**config.mk**
```make
export PLATFORM = sky130hd
export DESIGN_NAME = next_permutation_engine_flat
export DESIGN_NICKNAME = d
export VERILOG_FILES = /design/src/rtl/core/npe_pkg.sv /design/src/rtl/core/npe_stream_if.sv /design/src/rtl/core/npe_datapath.sv /design/src/rtl/core/npe_ctrl.sv /design/src/rtl/core/next_permutation_engine.sv /design/src/flat_wrapper.sv
export VERILOG_INCLUDE_DIRS = /design/src /design/src/rtl/core
export SDC_FILE = /design/constraint.sdc
export NUM_CORES = 2
export LEC_CHECK = 0
export ABC_AREA = 0
export BUFFER_PORTS_ARGS = -buffer_cell sky130_fd_sc_hd__buf_2
export CELL_PAD_IN_SITES_DETAIL_PLACEMENT = 0
export CELL_PAD_IN_SITES_GLOBAL_PLACEMENT = 2
export CORE_UTILIZATION = 49
export CTS_CLUSTER_DIAMETER = 60
export CTS_CLUSTER_SIZE = 30
export DETAILED_ROUTE_END_ITERATION = 10
export PLACE_DENSITY = 0.83
export SLEW_MARGIN = 25
export SYNTH_ARGS = -nofsm -noshare
export SYNTH_HDL_FRONTEND = slang
export SYNTH_SLANG_ARGS = --single-unit
```
**constraint.sdc**
```tcl
create_clock -name clk -period 13.96 [get_ports clk]
set_input_delay 2.094 -clock clk [delete_from_list [all_inputs] [get_ports clk]]
set_output_delay 2.094 -clock clk [all_outputs]
set_load 0.03 [all_outputs]
```
**src/rtl/core/next_permutation_engine_assert.svh**
```systemverilog
// Assertion macros for the next permutation engine.
// Used by the top level; each macro expands to one labeled concurrent assertion.
`ifndef NEXT_PERMUTATION_ENGINE_ASSERT_SVH
`define NEXT_PERMUTATION_ENGINE_ASSERT_SVH

// Same-cycle implication, disabled while reset is asserted.
`define NPE_ASSERT_IMPLY(label, clk, rst_n, ante, cons) \
  label: assert property (@(posedge clk) disable iff (!rst_n) (ante) |-> (cons)) \
    else $error("npe assertion failed");

// Next-cycle implication, disabled while reset is asserted.
`define NPE_ASSERT_NEXT(label, clk, rst_n, ante, cons) \
  label: assert property (@(posedge clk) disable iff (!rst_n) (ante) |=> (cons)) \
    else $error("npe assertion failed");

`endif

```
**src/rtl/core/npe_pkg.sv**
```systemverilog
// Shared types and constants for the next permutation engine.
// No dependencies; the interfaces, the datapath, the controller and the top level import this package.
package npe_pkg;

  localparam int DATA_W      = 32;
  localparam int MAX_LEN_DEF = 64;

  // Datapath operations, one per controller step.
  typedef enum logic [3:0] {
    OP_NONE,
    OP_LOAD,
    OP_SCAN_PRIME,
    OP_SCAN,
    OP_FIND_PRIME,
    OP_FIND,
    OP_SWAP,
    OP_REV_RD,
    OP_REV_WR1,
    OP_REV_WR2,
    OP_EMIT_PRIME,
    OP_EMIT
  } dp_op_t;

  typedef struct packed {
    dp_op_t op;
  } dp_cmd_t;

  typedef struct packed {
    logic in_last;    // element on the input is the final one
    logic rise;       // scan found the break point
    logic scan_end;   // scan reached the leftmost element
    logic hit;        // successor element found
    logic rev_more;   // reversal span not yet exhausted
    logic emit_last;  // element being emitted is the final one
  } dp_stat_t;

  typedef enum logic [3:0] {
    ST_LOAD,
    ST_SCAN_PRIME,
    ST_SCAN,
    ST_FIND_PRIME,
    ST_FIND,
    ST_SWAP,
    ST_REV_RD,
    ST_REV_WR1,
    ST_REV_WR2,
    ST_EMIT_PRIME,
    ST_EMIT
  } ctrl_state_t;

endpackage

```
**src/rtl/core/npe_stream_if.sv**
```systemverilog
// Valid/ready channel interfaces for element input and result output.
// Depends on npe_pkg for the data width.
interface npe_in_if import npe_pkg::*; ();
  logic                     valid;
  logic                     ready;
  logic signed [DATA_W-1:0] element_value;
  logic                     element_last;

  modport source (output valid, output element_value, output element_last, input ready);
  modport sink   (input valid, input element_value, input element_last, output ready);
endinterface

interface npe_out_if import npe_pkg::*; ();
  logic                     valid;
  logic                     ready;
  logic signed [DATA_W-1:0] result_value;
  logic                     result_last;
  logic                     wrapped;
  logic                     truncated;

  modport source (output valid, output result_value, output result_last,
                  output wrapped, output truncated, input ready);
  modport sink   (input valid, input result_value, input result_last,
                  input wrapped, input truncated, output ready);
endinterface

```
**src/rtl/core/npe_datapath.sv**
```systemverilog
// Datapath: element memory, index counters, compare logic and output register.
// Depends on npe_pkg; driven by npe_ctrl through dp_cmd_t.
module npe_datapath import npe_pkg::*; #(
  parameter int MAX_LEN = MAX_LEN_DEF
) (
  input  logic                     clk,
  input  logic                     rst_n,
  input  logic signed [DATA_W-1:0] in_value,
  input  logic                     in_last,
  input  dp_cmd_t                  cmd,
  output dp_stat_t                 stat,
  output logic signed [DATA_W-1:0] out_value,
  output logic                     out_last,
  output logic                     out_wrapped,
  output logic                     out_truncated
);

  localparam int AW = (MAX_LEN > 1) ? $clog2(MAX_LEN) : 1;
  localparam int CW = $clog2(MAX_LEN + 1);
  localparam logic [CW-1:0] FULL_CNT = CW'(MAX_LEN);
  localparam logic [AW-1:0] TOP_IDX  = AW'(MAX_LEN - 1);

  logic signed [DATA_W-1:0] mem [MAX_LEN];

  logic [CW-1:0] count_r, count_nxt;
  logic          ovf_r, ovf_nxt;
  logic [AW-1:0] last_idx_r, last_idx_nxt;
  logic [AW-1:0] cur_r, cur_nxt;
  logic [AW-1:0] lo_r, lo_nxt;
  logic [AW-1:0] hi_r, hi_nxt;
  logic [AW-1:0] bp_r, bp_nxt;
  logic signed [DATA_W-1:0] prev_r, prev_nxt;
  logic signed [DATA_W-1:0] pivot_r, pivot_nxt;
  logic signed [DATA_W-1:0] hold_r, hold_nxt;
  logic signed [DATA_W-1:0] rd_a_r, rd_b_r;
  logic          wrap_r, wrap_nxt;
  logic          trunc_r, trunc_nxt;
  logic signed [DATA_W-1:0] out_value_r, out_value_nxt;
  logic          out_last_r, out_last_nxt;
  logic          out_wrap_r, out_wrap_nxt;
  logic          out_trunc_r, out_trunc_nxt;

  logic                     we;
  logic [AW-1:0]            wa;
  logic signed [DATA_W-1:0] wd;
  logic                     rd_en;
  logic [AW-1:0]            ra, rb;
  logic                     full;

  assign full = (count_r == FULL_CNT);

  assign stat.in_last   = in_last;
  assign stat.rise      = (cur_r != last_idx_r) && (rd_a_r < prev_r);
  assign stat.scan_end  = (cur_r == '0);
  assign stat.hit       = (pivot_r < rd_a_r);
  assign stat.rev_more  = (lo_r < hi_r);
  assign stat.emit_last = (cur_r == last_idx_r);

  always_comb begin
    count_nxt     = count_r;
    ovf_nxt       = ovf_r;
    last_idx_nxt  = last_idx_r;
    cur_nxt       = cur_r;
    lo_nxt        = lo_r;
    hi_nxt        = hi_r;
    bp_nxt        = bp_r;
    prev_nxt      = prev_r;
    pivot_nxt     = pivot_r;
    hold_nxt      = hold_r;
    wrap_nxt      = wrap_r;
    trunc_nxt     = trunc_r;
    out_value_nxt = out_value_r;
    out_last_nxt  = out_last_r;
    out_wrap_nxt  = out_wrap_r;
    out_trunc_nxt = out_trunc_r;
    we            = 1'b0;
    wa            = cur_r;
    wd            = pivot_r;
    rd_en         = 1'b0;
    ra            = cur_r;
    rb            = hi_r;
    case (cmd.op)
      OP_LOAD: begin
        if (full) begin
          ovf_nxt = 1'b1;
        end else begin
          we        = 1'b1;
          wa        = count_r[AW-1:0];
          wd        = in_value;
          count_nxt = count_r + CW'(1);
        end
        if (in_last) begin
          last_idx_nxt = full ? TOP_IDX : count_r[AW-1:0];
          trunc_nxt    = ovf_r | full;
          count_nxt    = '0;
          ovf_nxt      = 1'b0;
        end
      end
      OP_SCAN_PRIME, OP_FIND_PRIME: begin
        rd_en   = 1'b1;
        ra      = last_idx_r;
        cur_nxt = last_idx_r;
      end
      OP_SCAN: begin
        prev_nxt = rd_a_r;
        if (stat.rise) begin
          bp_nxt    = cur_r;
          pivot_nxt = rd_a_r;
          wrap_nxt  = 1'b0;
        end else if (stat.scan_end) begin
          // no rise anywhere: reverse the whole sequence
          wrap_nxt = 1'b1;
          lo_nxt   = '0;
          hi_nxt   = last_idx_r;
        end else begin
          rd_en   = 1'b1;
          ra      = cur_r - AW'(1);
          cur_nxt = cur_r - AW'(1);
        end
      end
      OP_FIND: begin
        if (stat.hit) begin
          we       = 1'b1;
          wa       = cur_r;
          wd       = pivot_r;
          hold_nxt = rd_a_r;
        end else begin
          rd_en   = 1'b1;
          ra      = cur_r - AW'(1);
          cur_nxt = cur_r - AW'(1);
        end
      end
      OP_SWAP: begin
        we     = 1'b1;
        wa     = bp_r;
        wd     = hold_r;
        lo_nxt = bp_r + AW'(1);
        hi_nxt = last_idx_r;
      end
      OP_REV_RD: begin
        rd_en = 1'b1;
        ra    = lo_r;
        rb    = hi_r;
      end
      OP_REV_WR1: begin
        we = 1'b1;
        wa = lo_r;
        wd = rd_b_r;
      end
      OP_REV_WR2: begin
        we     = 1'b1;
        wa     = hi_r;
        wd     = rd_a_r;
        lo_nxt = lo_r + AW'(1);
        hi_nxt = hi_r - AW'(1);
      end
      OP_EMIT_PRIME: begin
        rd_en   = 1'b1;
        ra      = '0;
        cur_nxt = '0;
      end
      OP_EMIT: begin
        out_value_nxt = rd_a_r;
        out_last_nxt  = stat.emit_last;
        out_wrap_nxt  = wrap_r;
        out_trunc_nxt = trunc_r;
        if (!stat.emit_last) begin
          rd_en   = 1'b1;
          ra      = cur_r + AW'(1);
          cur_nxt = cur_r + AW'(1);
        end
      end
      default: begin
      end
    endcase
  end

  // element memory: one write port, two registered read ports
  always_ff @(posedge clk) begin
    if (we) begin
      mem[wa] <= wd;
    end
    if (rd_en) begin
      rd_a_r <= mem[ra];
      rd_b_r <= mem[rb];
    end
  end

  always_ff @(posedge clk) begin
    if (!rst_n) begin
      count_r <= '0;
      ovf_r   <= 1'b0;
    end else begin
      count_r <= count_nxt;
      ovf_r   <= ovf_nxt;
    end
  end

  always_ff @(posedge clk) begin
    last_idx_r  <= last_idx_nxt;
    cur_r       <= cur_nxt;
    lo_r        <= lo_nxt;
    hi_r        <= hi_nxt;
    bp_r        <= bp_nxt;
    prev_r      <= prev_nxt;
    pivot_r     <= pivot_nxt;
    hold_r      <= hold_nxt;
    wrap_r      <= wrap_nxt;
    trunc_r     <= trunc_nxt;
    out_value_r <= out_value_nxt;
    out_last_r  <= out_last_nxt;
    out_wrap_r  <= out_wrap_nxt;
    out_trunc_r <= out_trunc_nxt;
  end

  assign out_value     = out_value_r;
  assign out_last      = out_last_r;
  assign out_wrapped   = out_wrap_r;
  assign out_truncated = out_trunc_r;

endmodule

```
**src/rtl/core/npe_ctrl.sv**
```systemverilog
// Controller state machine: sequences load, scan, swap, reverse and emit.
// Depends on npe_pkg; drives npe_datapath through dp_cmd_t.
module npe_ctrl import npe_pkg::*; (
  input  logic     clk,
  input  logic     rst_n,
  input  logic     in_valid,
  output logic     in_ready,
  output logic     out_valid,
  input  logic     out_ready,
  input  dp_stat_t stat,
  output dp_cmd_t  cmd
);

  ctrl_state_t state_r, state_nxt;
  logic        out_valid_r, out_valid_nxt;
  logic        slot_free;

  // output register can take a new result this cycle
  assign slot_free = !out_valid_r || out_ready;

  always_comb begin
    state_nxt = state_r;
    case (state_r)
      ST_LOAD: begin
        if (in_valid && stat.in_last) begin
          state_nxt = ST_SCAN_PRIME;
        end
      end
      ST_SCAN_PRIME: state_nxt = ST_SCAN;
      ST_SCAN: begin
        if (stat.rise) begin
          state_nxt = ST_FIND_PRIME;
        end else if (stat.scan_end) begin
          state_nxt = ST_REV_RD;
        end
      end
      ST_FIND_PRIME: state_nxt = ST_FIND;
      ST_FIND: begin
        if (stat.hit) begin
          state_nxt = ST_SWAP;
        end
      end
      ST_SWAP: state_nxt = ST_REV_RD;
      ST_REV_RD: begin
        state_nxt = stat.rev_more ? ST_REV_WR1 : ST_EMIT_PRIME;
      end
      ST_REV_WR1: state_nxt = ST_REV_WR2;
      ST_REV_WR2: state_nxt = ST_REV_RD;
      ST_EMIT_PRIME: state_nxt = ST_EMIT;
      ST_EMIT: begin
        if (slot_free && stat.emit_last) begin
          state_nxt = ST_LOAD;
        end
      end
      default: state_nxt = ST_LOAD;
    endcase
  end

  always_comb begin
    in_ready = 1'b0;
    cmd.op   = OP_NONE;
    case (state_r)
      ST_LOAD: begin
        in_ready = 1'b1;
        cmd.op   = in_valid ? OP_LOAD : OP_NONE;
      end
      ST_SCAN_PRIME: cmd.op = OP_SCAN_PRIME;
      ST_SCAN:       cmd.op = OP_SCAN;
      ST_FIND_PRIME: cmd.op = OP_FIND_PRIME;
      ST_FIND:       cmd.op = OP_FIND;
      ST_SWAP:       cmd.op = OP_SWAP;
      ST_REV_RD:     cmd.op = OP_REV_RD;
      ST_REV_WR1:    cmd.op = OP_REV_WR1;
      ST_REV_WR2:    cmd.op = OP_REV_WR2;
      ST_EMIT_PRIME: cmd.op = OP_EMIT_PRIME;
      ST_EMIT:       cmd.op = slot_free ? OP_EMIT : OP_NONE;
      default:       cmd.op = OP_NONE;
    endcase
  end

  always_comb begin
    if (cmd.op == OP_EMIT) begin
      out_valid_nxt = 1'b1;
    end else if (out_ready) begin
      out_valid_nxt = 1'b0;
    end else begin
      out_valid_nxt = out_valid_r;
    end
  end

  always_ff @(posedge clk) begin
    if (!rst_n) begin
      state_r     <= ST_LOAD;
      out_valid_r <= 1'b0;
    end else begin
      state_r     <= state_nxt;
      out_valid_r <= out_valid_nxt;
    end
  end

  assign out_valid = out_valid_r;

endmodule

```
**src/rtl/core/next_permutation_engine.sv**
```systemverilog
// Next lexicographic permutation engine: loads a sequence of signed 32-bit
// elements, one per transfer, and on the element marked last emits the next
// greater arrangement, one transfer per element. The input side accepts one
// element per cycle while loading; after the last element the block is busy
// and holds in_ch.ready low while it works on its element memory, which has
// one write port and two registered read ports. After the last transfer the
// block scans back from the end for the break point; if it finds one, it
// searches for the successor and swaps it in. It then reverses the tail, or
// the whole sequence when there is no break point, with a read step and two
// write steps per swapped pair, paced by the single memory write port. A
// prime step follows, then the results, which wait while out_ch.ready is
// low. Results leave through an output register, so loading of the next
// sequence starts while the final result still waits to be taken. Elements
// beyond MAX_LEN are dropped and flag truncated on every result; a sequence
// with no rise comes out ascending with wrapped set on every result. The
// memory needs no clearing after reset: only entries of the current sequence
// are ever read.
// Depends on npe_pkg, npe_stream_if, npe_ctrl, npe_datapath and the assertion macros.
`include "next_permutation_engine_assert.svh"

module next_permutation_engine import npe_pkg::*; #(
  parameter int MAX_LEN = MAX_LEN_DEF   // sequence store depth, 1 to 64
) (
  input  logic      clk,
  input  logic      rst_n,
  npe_in_if.sink    in_ch,
  npe_out_if.source out_ch
);

  dp_cmd_t  cmd;    // controller -> datapath operation
  dp_stat_t stat;   // datapath compare results back to the controller

  // Sequencer: walks the load / scan / find / swap / reverse / emit steps.
  npe_ctrl u_ctrl (
    .clk       (clk),
    .rst_n     (rst_n),
    .in_valid  (in_ch.valid),
    .in_ready  (in_ch.ready),
    .out_valid (out_ch.valid),
    .out_ready (out_ch.ready),
    .stat      (stat),
    .cmd       (cmd)
  );

  // Element memory, indices, compares and the result register.
  npe_datapath #(
    .MAX_LEN (MAX_LEN)
  ) u_dp (
    .clk           (clk),
    .rst_n         (rst_n),
    .in_value      (in_ch.element_value),
    .in_last       (in_ch.element_last),
    .cmd           (cmd),
    .stat          (stat),
    .out_value     (out_ch.result_value),
    .out_last      (out_ch.result_last),
    .out_wrapped   (out_ch.wrapped),
    .out_truncated (out_ch.truncated)
  );

  // An input transfer always turns into a load operation.
  `NPE_ASSERT_IMPLY(a_in_xfer_loads, clk, rst_n, in_ch.valid && in_ch.ready, cmd.op == OP_LOAD)
  // A result is only loaded when the output register is free or draining.
  `NPE_ASSERT_IMPLY(a_emit_slot_free, clk, rst_n, cmd.op == OP_EMIT, !out_ch.valid || out_ch.ready)
  // A loaded result is presented in the following cycle.
  `NPE_ASSERT_NEXT(a_emit_shows, clk, rst_n, cmd.op == OP_EMIT, out_ch.valid)
  // After the final result is loaded, loading of the next sequence reopens.
  `NPE_ASSERT_NEXT(a_done_reopens, clk, rst_n, cmd.op == OP_EMIT && stat.emit_last, in_ch.ready)

endmodule
```
**src/flat_wrapper.sv**
```systemverilog
// flat-port wrapper written by rule: the top's interface ports become plain ports
module next_permutation_engine_flat import npe_pkg::*;
#(
  parameter int MAX_LEN = MAX_LEN_DEF                                   
)
  (clk, rst_n, in_ch_valid, in_ch_element_value, in_ch_element_last, in_ch_ready, out_ch_valid, out_ch_result_value, out_ch_result_last, out_ch_wrapped, out_ch_truncated, out_ch_ready);
  npe_in_if in_ch_i ();
  npe_out_if out_ch_i ();
  input  logic clk;
  input  logic rst_n;
  input wire logic [$bits(in_ch_i.valid)-1:0] in_ch_valid;
  input wire logic [$bits(in_ch_i.element_value)-1:0] in_ch_element_value;
  input wire logic [$bits(in_ch_i.element_last)-1:0] in_ch_element_last;
  output wire logic [$bits(in_ch_i.ready)-1:0] in_ch_ready;
  output wire logic [$bits(out_ch_i.valid)-1:0] out_ch_valid;
  output wire logic [$bits(out_ch_i.result_value)-1:0] out_ch_result_value;
  output wire logic [$bits(out_ch_i.result_last)-1:0] out_ch_result_last;
  output wire logic [$bits(out_ch_i.wrapped)-1:0] out_ch_wrapped;
  output wire logic [$bits(out_ch_i.truncated)-1:0] out_ch_truncated;
  input wire logic [$bits(out_ch_i.ready)-1:0] out_ch_ready;
  assign in_ch_i.valid = in_ch_valid;
  assign in_ch_i.element_value = in_ch_element_value;
  assign in_ch_i.element_last = in_ch_element_last;
  assign in_ch_ready = in_ch_i.ready;
  assign out_ch_valid = out_ch_i.valid;
  assign out_ch_result_value = out_ch_i.result_value;
  assign out_ch_result_last = out_ch_i.result_last;
  assign out_ch_wrapped = out_ch_i.wrapped;
  assign out_ch_truncated = out_ch_i.truncated;
  assign out_ch_i.ready = out_ch_ready;
  next_permutation_engine #(.MAX_LEN(MAX_LEN)) u_core (.clk(clk), .rst_n(rst_n), .in_ch(in_ch_i), .out_ch(out_ch_i));
endmodule
```
* Yosys cells after proc, flatten, opt, wreduce, memory -nomap -nowiden *
Memory sizes are Yosys's and may differ from the RTL's. A register that Yosys moved wholly into a read port is not among the register bits.
Cells that the tools add are included.

storage, ports and cells
  RAM bits = 2,048
  memories = 1
  word-level logic and storage cells = 128
  flip-flop bits (word level) = 176
  output and inout port bits = 37

memory list
  memory           depth  bits a word  rd ports  clocked after memory_dff  write ports  line                text
  u_core.u_dp.mem  64     32           2         2                         1            npe_datapath.sv:23  logic signed [DATA_W-1:0] mem [MAX_LEN];

cells by class
  multiplexer cells = 44
  reduce and logical (&&, ||, !) cells = 24
  add/sub/neg operators = 6
  equality and inequality tests = 31
  bitwise gates (word level) = 1
  order comparisons = 3

operators with widths
  cell                                              number
  case mux 32 bit (4 select lines)                  1
  less-than comparator 32 bit                       2
  two-way mux 6 bit                                 9
  case mux 4 bit (11 select lines)                  1
  case mux 4 bit (10 select lines)                  1
  case mux 6 bit (3 select lines)                   2
  case mux 6 bit (6 select lines)                   1
  == test 4 x 3 -> 1 bit, second input constant     8
  two-way mux 32 bit                                1
  case mux 6 bit (5 select lines)                   1
  == test 4 bit, second input constant              7
  two-way mux 4 bit                                 7
  case mux 6 bit (4 select lines)                   1
  adder 6 x 1 -> 6 bit, second input constant       3
  == test 4 x 2 -> 1 bit, second input constant     4
  two-way mux 1 bit                                 15
  two-way mux 7 bit                                 2
  AND reduction 2 bit                               6
  subtractor 6 x 1 -> 6 bit, second input constant  2
  == test 4 x 1 -> 1 bit, second input constant     2
  != test 2 bit, second input constant              4
  adder 7 x 1 -> 7 bit, second input constant       1
  == test 7 bit, second input constant              1
  == test 6 bit                                     1
  other kinds (20)                                  26

* Logic depth before layout (Yosys ltp) *
  depth after elaboration = 9
  gate-level depth with buffers = 22
  mapped depth without buffers = 16

* Cells and area by module *
From an unflattened synthesis, not the netlist that was laid out.

unflattened totals
  cell total of the unflattened synthesis = 5,354
  area total of the unflattened synthesis = 106,159.3 um2

by module, submodules not included
  module        cells an instance  area each (um2)  sequential area each (um2)  times used
  npe_datapath  5,292              105,663.8        68,475.7                    1
  npe_ctrl      62                 495.5            100.1                       1

* Worst setup path before layout *
Ideal clock, no wire load.

  path type = input-to-reg
  start point = input out_ch_ready
  end point = register u_core.u_dp.rd_a_r[0], read port of u_core.u_dp.mem (enable)
  setup slack = 7.231 ns
  buffers on the path = 1
  data arrival time = 5.700 ns
  cell stages on the path = 6
  cell sequence = nand2b_1 -> nand2b_1 -> clkbuf_1 -> clkinv_1 -> nand2_1 -> o2111ai_1

between the ends
  word-level cells in the longest chain between the ends = 6
  elaborated cells on any way between the ends = 14
  those cells by class = eq/ne (7); mux (4); reduce/logical (3)

ends and longest elaborated chain
  what                                         line                text
  start, declared                              flat_wrapper.sv:20  input wire logic [$bits(out_ch_i.ready)-1:0] out_ch_ready;
  logical OR 1 bit (*)                         npe_ctrl.sv:19      assign slot_free = !out_valid_r || out_ready;
  two-way mux 4 bit (*)                        npe_ctrl.sv:76      ST_EMIT: cmd.op = slot_free ? OP_EMIT : OP_NONE;
  case mux 4 bit (11 select lines) (*)         npe_ctrl.sv:62      case (state_r)
  == test 4 bit, or another cell as far along  npe_datapath.sv:82  case (cmd.op)
  OR reduction 4 bit (no line)                 --
  case mux 1 bit (4 select lines) (*)          npe_datapath.sv:82
  net u_core.u_dp.rd_en                        npe_datapath.sv:46  logic rd_en;
  end, declared                                npe_datapath.sv:35  logic signed [DATA_W-1:0] rd_a_r, rd_b_r;

The timed path passes the listed nets; every way through them passes the cells marked *.
A chain may end at the register's enable or synchronous reset.

* Worst setup path in the final report *
  start point = register u_core.u_dp.rd_a_r[15], read port of u_core.u_dp.mem
  end point = register u_core.u_dp.rd_a_r[22], read port of u_core.u_dp.mem (data pin)

between the ends
  word-level cells in the longest chain between the ends = 4
  elaborated cells on any way between the ends = 9
  those cells by class = order compare (2); mux (6); reduce/logical (1)

ends and longest elaborated chain
  what                                                                                       line                text
  less-than comparator 32 bit                                                                npe_datapath.sv:53  assign stat.rise = (cur_r != last_idx_r) && (rd_a_r < prev_r);
  logical AND 1 bit                                                                          npe_datapath.sv:53
  two-way mux 6 bit / two-way mux 1 bit (equally long branches)                              --
  case mux 6 bit (6 select lines) / case mux 1 bit (4 select lines) (equally long branches)  npe_datapath.sv:82

Parallel ways exist; a longest one is shown, timed or not.

==> impl_metrics.yaml <==
worst_setup_path:
  r2r-end: "u_core.u_dp.rd_a_r[22]$_DFFE_PP_"
  cp.required_ns: 14.47
  crit_top_cell: "mux2i_1"
  critPathBufInv: 3
  path_cells: "inv_1 > ha_1 > and4_1 > a221oi_1 > o22ai_1 > o211ai_1 > and2_1 > a32o_4 > buf_12 > buf_4 > mux2i_1 > mux2i_1 > o32ai_1 > a211o_1 > nor4_2"
  reg2regPathDepth: 15
  rrSetupSlack_ns: 5.88
  endpoint_kind: "flop"
  arrival_ns: 8.59
  reg2reg_from: "u_core.u_dp.rd_a_r[15]$_DFFE_PP_"
  path_delay_family: "compound AO/OA/AOI/OAI gates"
  crit_path_max_fanout: 90
  crit_path_max_incr_delay_ns: 0.88
  worstSetupPathType: "reg -> reg"
  cpMaxStageDelayCell: "edfxtp_1"
  startpoint_type: "flop"
clock_tree:
  cts_tree: "built"
  cts_made_buffers: 148
  h-tree-depth: 4
  clkLatencyLatePin_ns: 0.87
  post_cts_resized: 0
  clock_path_buffers: 3
  clock_sinks: 2288
  cts_root_buf: "clkbuf_16"
  clk_pin_slew_ns: 0.08
  cts_setup_buffers: 0
  hold_buffers: 0
pwr:
  ir_drop_uv: 454
  power_density_nw_per_um2: 253
  p_leak_nw: 38.7
floorplan:
  core_um2: 218000
  fp.dieW_um: 470
  num_io_pins: 74
  initial_core_util_pct: 49.4
  dieArea_um2: 221000
  row_count: 171
  die_h_um: 470
sta:
  fin_crit_sh_pct: 57.9
  setup_viol: 0
  final.min_clock_period_ns: 8.08
  finalHoldViolations: 0
  final.setup.tns_ns: 0
  fmax_mhz: 124
  rsz0062_at_grt: "false"
  slew_violations: 0
  relSlewSlack_pct: 24.2
  tightest_slew_ns: 1.14
  fin_skew_ns: 0.0551
finish:
  fin_util_pct: 53.8
  drive_above_1_share_pct: 22.2
  layout_common_cells: "edfxtp_1, nand2_1, mux4_2"
  final_common_cell: "edfxtp_1"
  syn2layout_area_growth_pct: 8.96
  fillers: 16900
  nets: 6720
  seqCellArea_um2: 68600
  multi_input_area_um2: 37300
grt:
  antenna_found_initial: 32
  grt_pass1_wl_um: 487000
  grt_overflow_total: 0
  grt_util_all_layers_pct: 31.3
  grt_pass1_vias: 63800
  grt_max_degree: 142
logic_synthesis:
  synthesis.area_um2: 108000
  syn-num-nets: 6757
  synth_warnings: 0
  synth_cells: 6646
  yosys_register_bits: 2288
  ys.flop_type: "edfxtp_1"
  seq_area_frac_synth_pct: 63.8
  syn_avg_cell_area_um2: 16.2
  synth-edff-count: 2275
  synth_cell_types: 86
  ys_async_sr_fraction_pct: 0
placement:
  place_congestion: 0.899
  dp_hpwl_um: 204000
  io_buffer_count: 73
worst_hold_path:
  whs_path_depth: 0
  min_path_type: "reg -> reg"
  worstHoldEndpoint: "u_core.u_dp.out_wrapped$_DFFE_PP_"
  min_from: "u_core.u_dp.wrap_r$_SDFFCE_PP0P_"
detailed_routing:
  routed_wl_um: 349000
  firstDrtPassIters: 8
  antenna_left: 0
  drcViolationCount: 0
  initialDrtViolationCount: 10700
  dr_total_vias: 66900
  wl_per_cell_um: 36.4
  via_per_inst: 6.97
job:
  cap_violations: 0
outcome:
  status: "completed"
state kept, by name, summed over array words and instances (netlist names), 7 cells and up:
register,count
u_core.u_dp.out_value,32
u_core.u_dp.hold_r,32
u_core.u_dp.rd_b_r,32
u_core.u_dp.count_r,7
u_core.u_dp.rd_a_r,32
u_core.u_dp.mem,2048
u_core.u_dp.prev_r,32
u_core.u_dp.pivot_r,32
worst max path at each step:
| stage | from | to | slack (ns) | cells past startpoint |
|---|---|---|---|---|
| 2_1_floorplan | out_ch_ready | u_core.u_dp.rd_a_r[0]$_DFFE_PP_ | 7.23 | 6 |
| 3_3_place_gp | u_core.u_dp.rd_a_r[9]$_DFFE_PP_ | u_core.u_dp.rd_a_r[0]$_DFFE_PP_ | 5.23 | 16 |
| 3_5_place_dp | u_core.u_dp.rd_a_r[15]$_DFFE_PP_ | u_core.u_dp.rd_a_r[22]$_DFFE_PP_ | 5.96 | 15 |
| 4_1_cts | u_core.u_dp.rd_a_r[15]$_DFFE_PP_ | u_core.u_dp.rd_a_r[22]$_DFFE_PP_ | 5.94 | 15 |
| 5_1_grt | u_core.u_dp.rd_a_r[30]$_DFFE_PP_ | u_core.u_dp.rd_a_r[15]$_DFFE_PP_ | 5.70 | 16 |
| 6_report | u_core.u_dp.rd_a_r[15]$_DFFE_PP_ | u_core.u_dp.rd_a_r[22]$_DFFE_PP_ | 5.88 | 15 |
stage by stage:
stage	worst slack, ns	hold slack [ns]	instance area (um2)	cells	power (W)
final	5.88	0.427	117000	9595	0.0296
after detailed placement	5.96	0.411	112000	9313	0.0246
after global routing	5.70	0.443	117000	9589	0.0306
after CTS	5.94	0.430	117000	9584	0.0293
after global placement	5.23	0.401	112000	9305	0.0243
after floorplan	7.23	0.400	108000	6646	0.0189
logic make-up (layout without fill, tap and decap cells):
| kind of cell | Yosys count | in the layout | synth area share (%) |
|---|---|---|---|
| xor gates and xnor gates | 26 | 26 | 0.212 |
| other | 0 | 11 | 0 |
| adders and majority gates | 74 | 74 | 0.861 |
| buffers and inverters | 555 | 639 | 2.35 |
| and+or+nand+nor | 1802 | 1802 | 7.45 |
| DFF | 2288 | 2288 | 63.8 |
| muxes | 1320 | 1320 | 21.6 |
| AOI/OAI and AO/OA | 581 | 581 | 3.70 |
cells in the mapped netlist (20+ instances only):
cell type  count  area, um2
a21oi_1      174        871
a221o_1       35        350
a22oi_1       60        450
a32oi_1       43        377
and3_1        37        231
buf_1         77        289
buf_2         87        435
buf_4         31        233
buf_6         22        248
clkbuf_1     248        931
edfxtp_1    2275      68300
ha_1          74        926
inv_1         83        312
mux2i_1      511       5110
mux4_2       794      17900
nand2_1      953       3580
nand2b_1      22        138
nand3_1      479       2400
nand4_1       20        125
nor2_1       139        522
nor3_1        24        120
nor4_1        41        257
o21ai_0       72        360
o22ai_1       54        338
or3_1         26        163
metal layers:
metal / vias up / global-route usage (%) / wire [um]
met2: 4501 / 47.6 / 159000
met4: 20 / 10.1 / 11900
met3: 601 / 8.19 / 45200
met1: 35000 / 44.0 / 133000
met5: - / 0 / 145
li1: 26700 / - / -
power breakdown:
group | switching [W] | internal (W)
logic | 0.0104 | 0.00466
clock network | 0.00257 | 0.00226
registers | 0.000440 | 0.00934
final cells by class:
| cell class | instances | area share (%) |
|---|---|---|
| antenna | 11 | 0.0235 |
| timing repair buffer | 282 | 1.88 |
| inverter | 86 | 0.282 |
| multi-input combinational | 3803 | 31.9 |
| clock inverter | 112 | 1.07 |
| clock buffer | 159 | 3.29 |
| tap | 2854 | 3.05 |
| sequential | 2288 | 58.5 |
(Power assumes the default switching activity.)
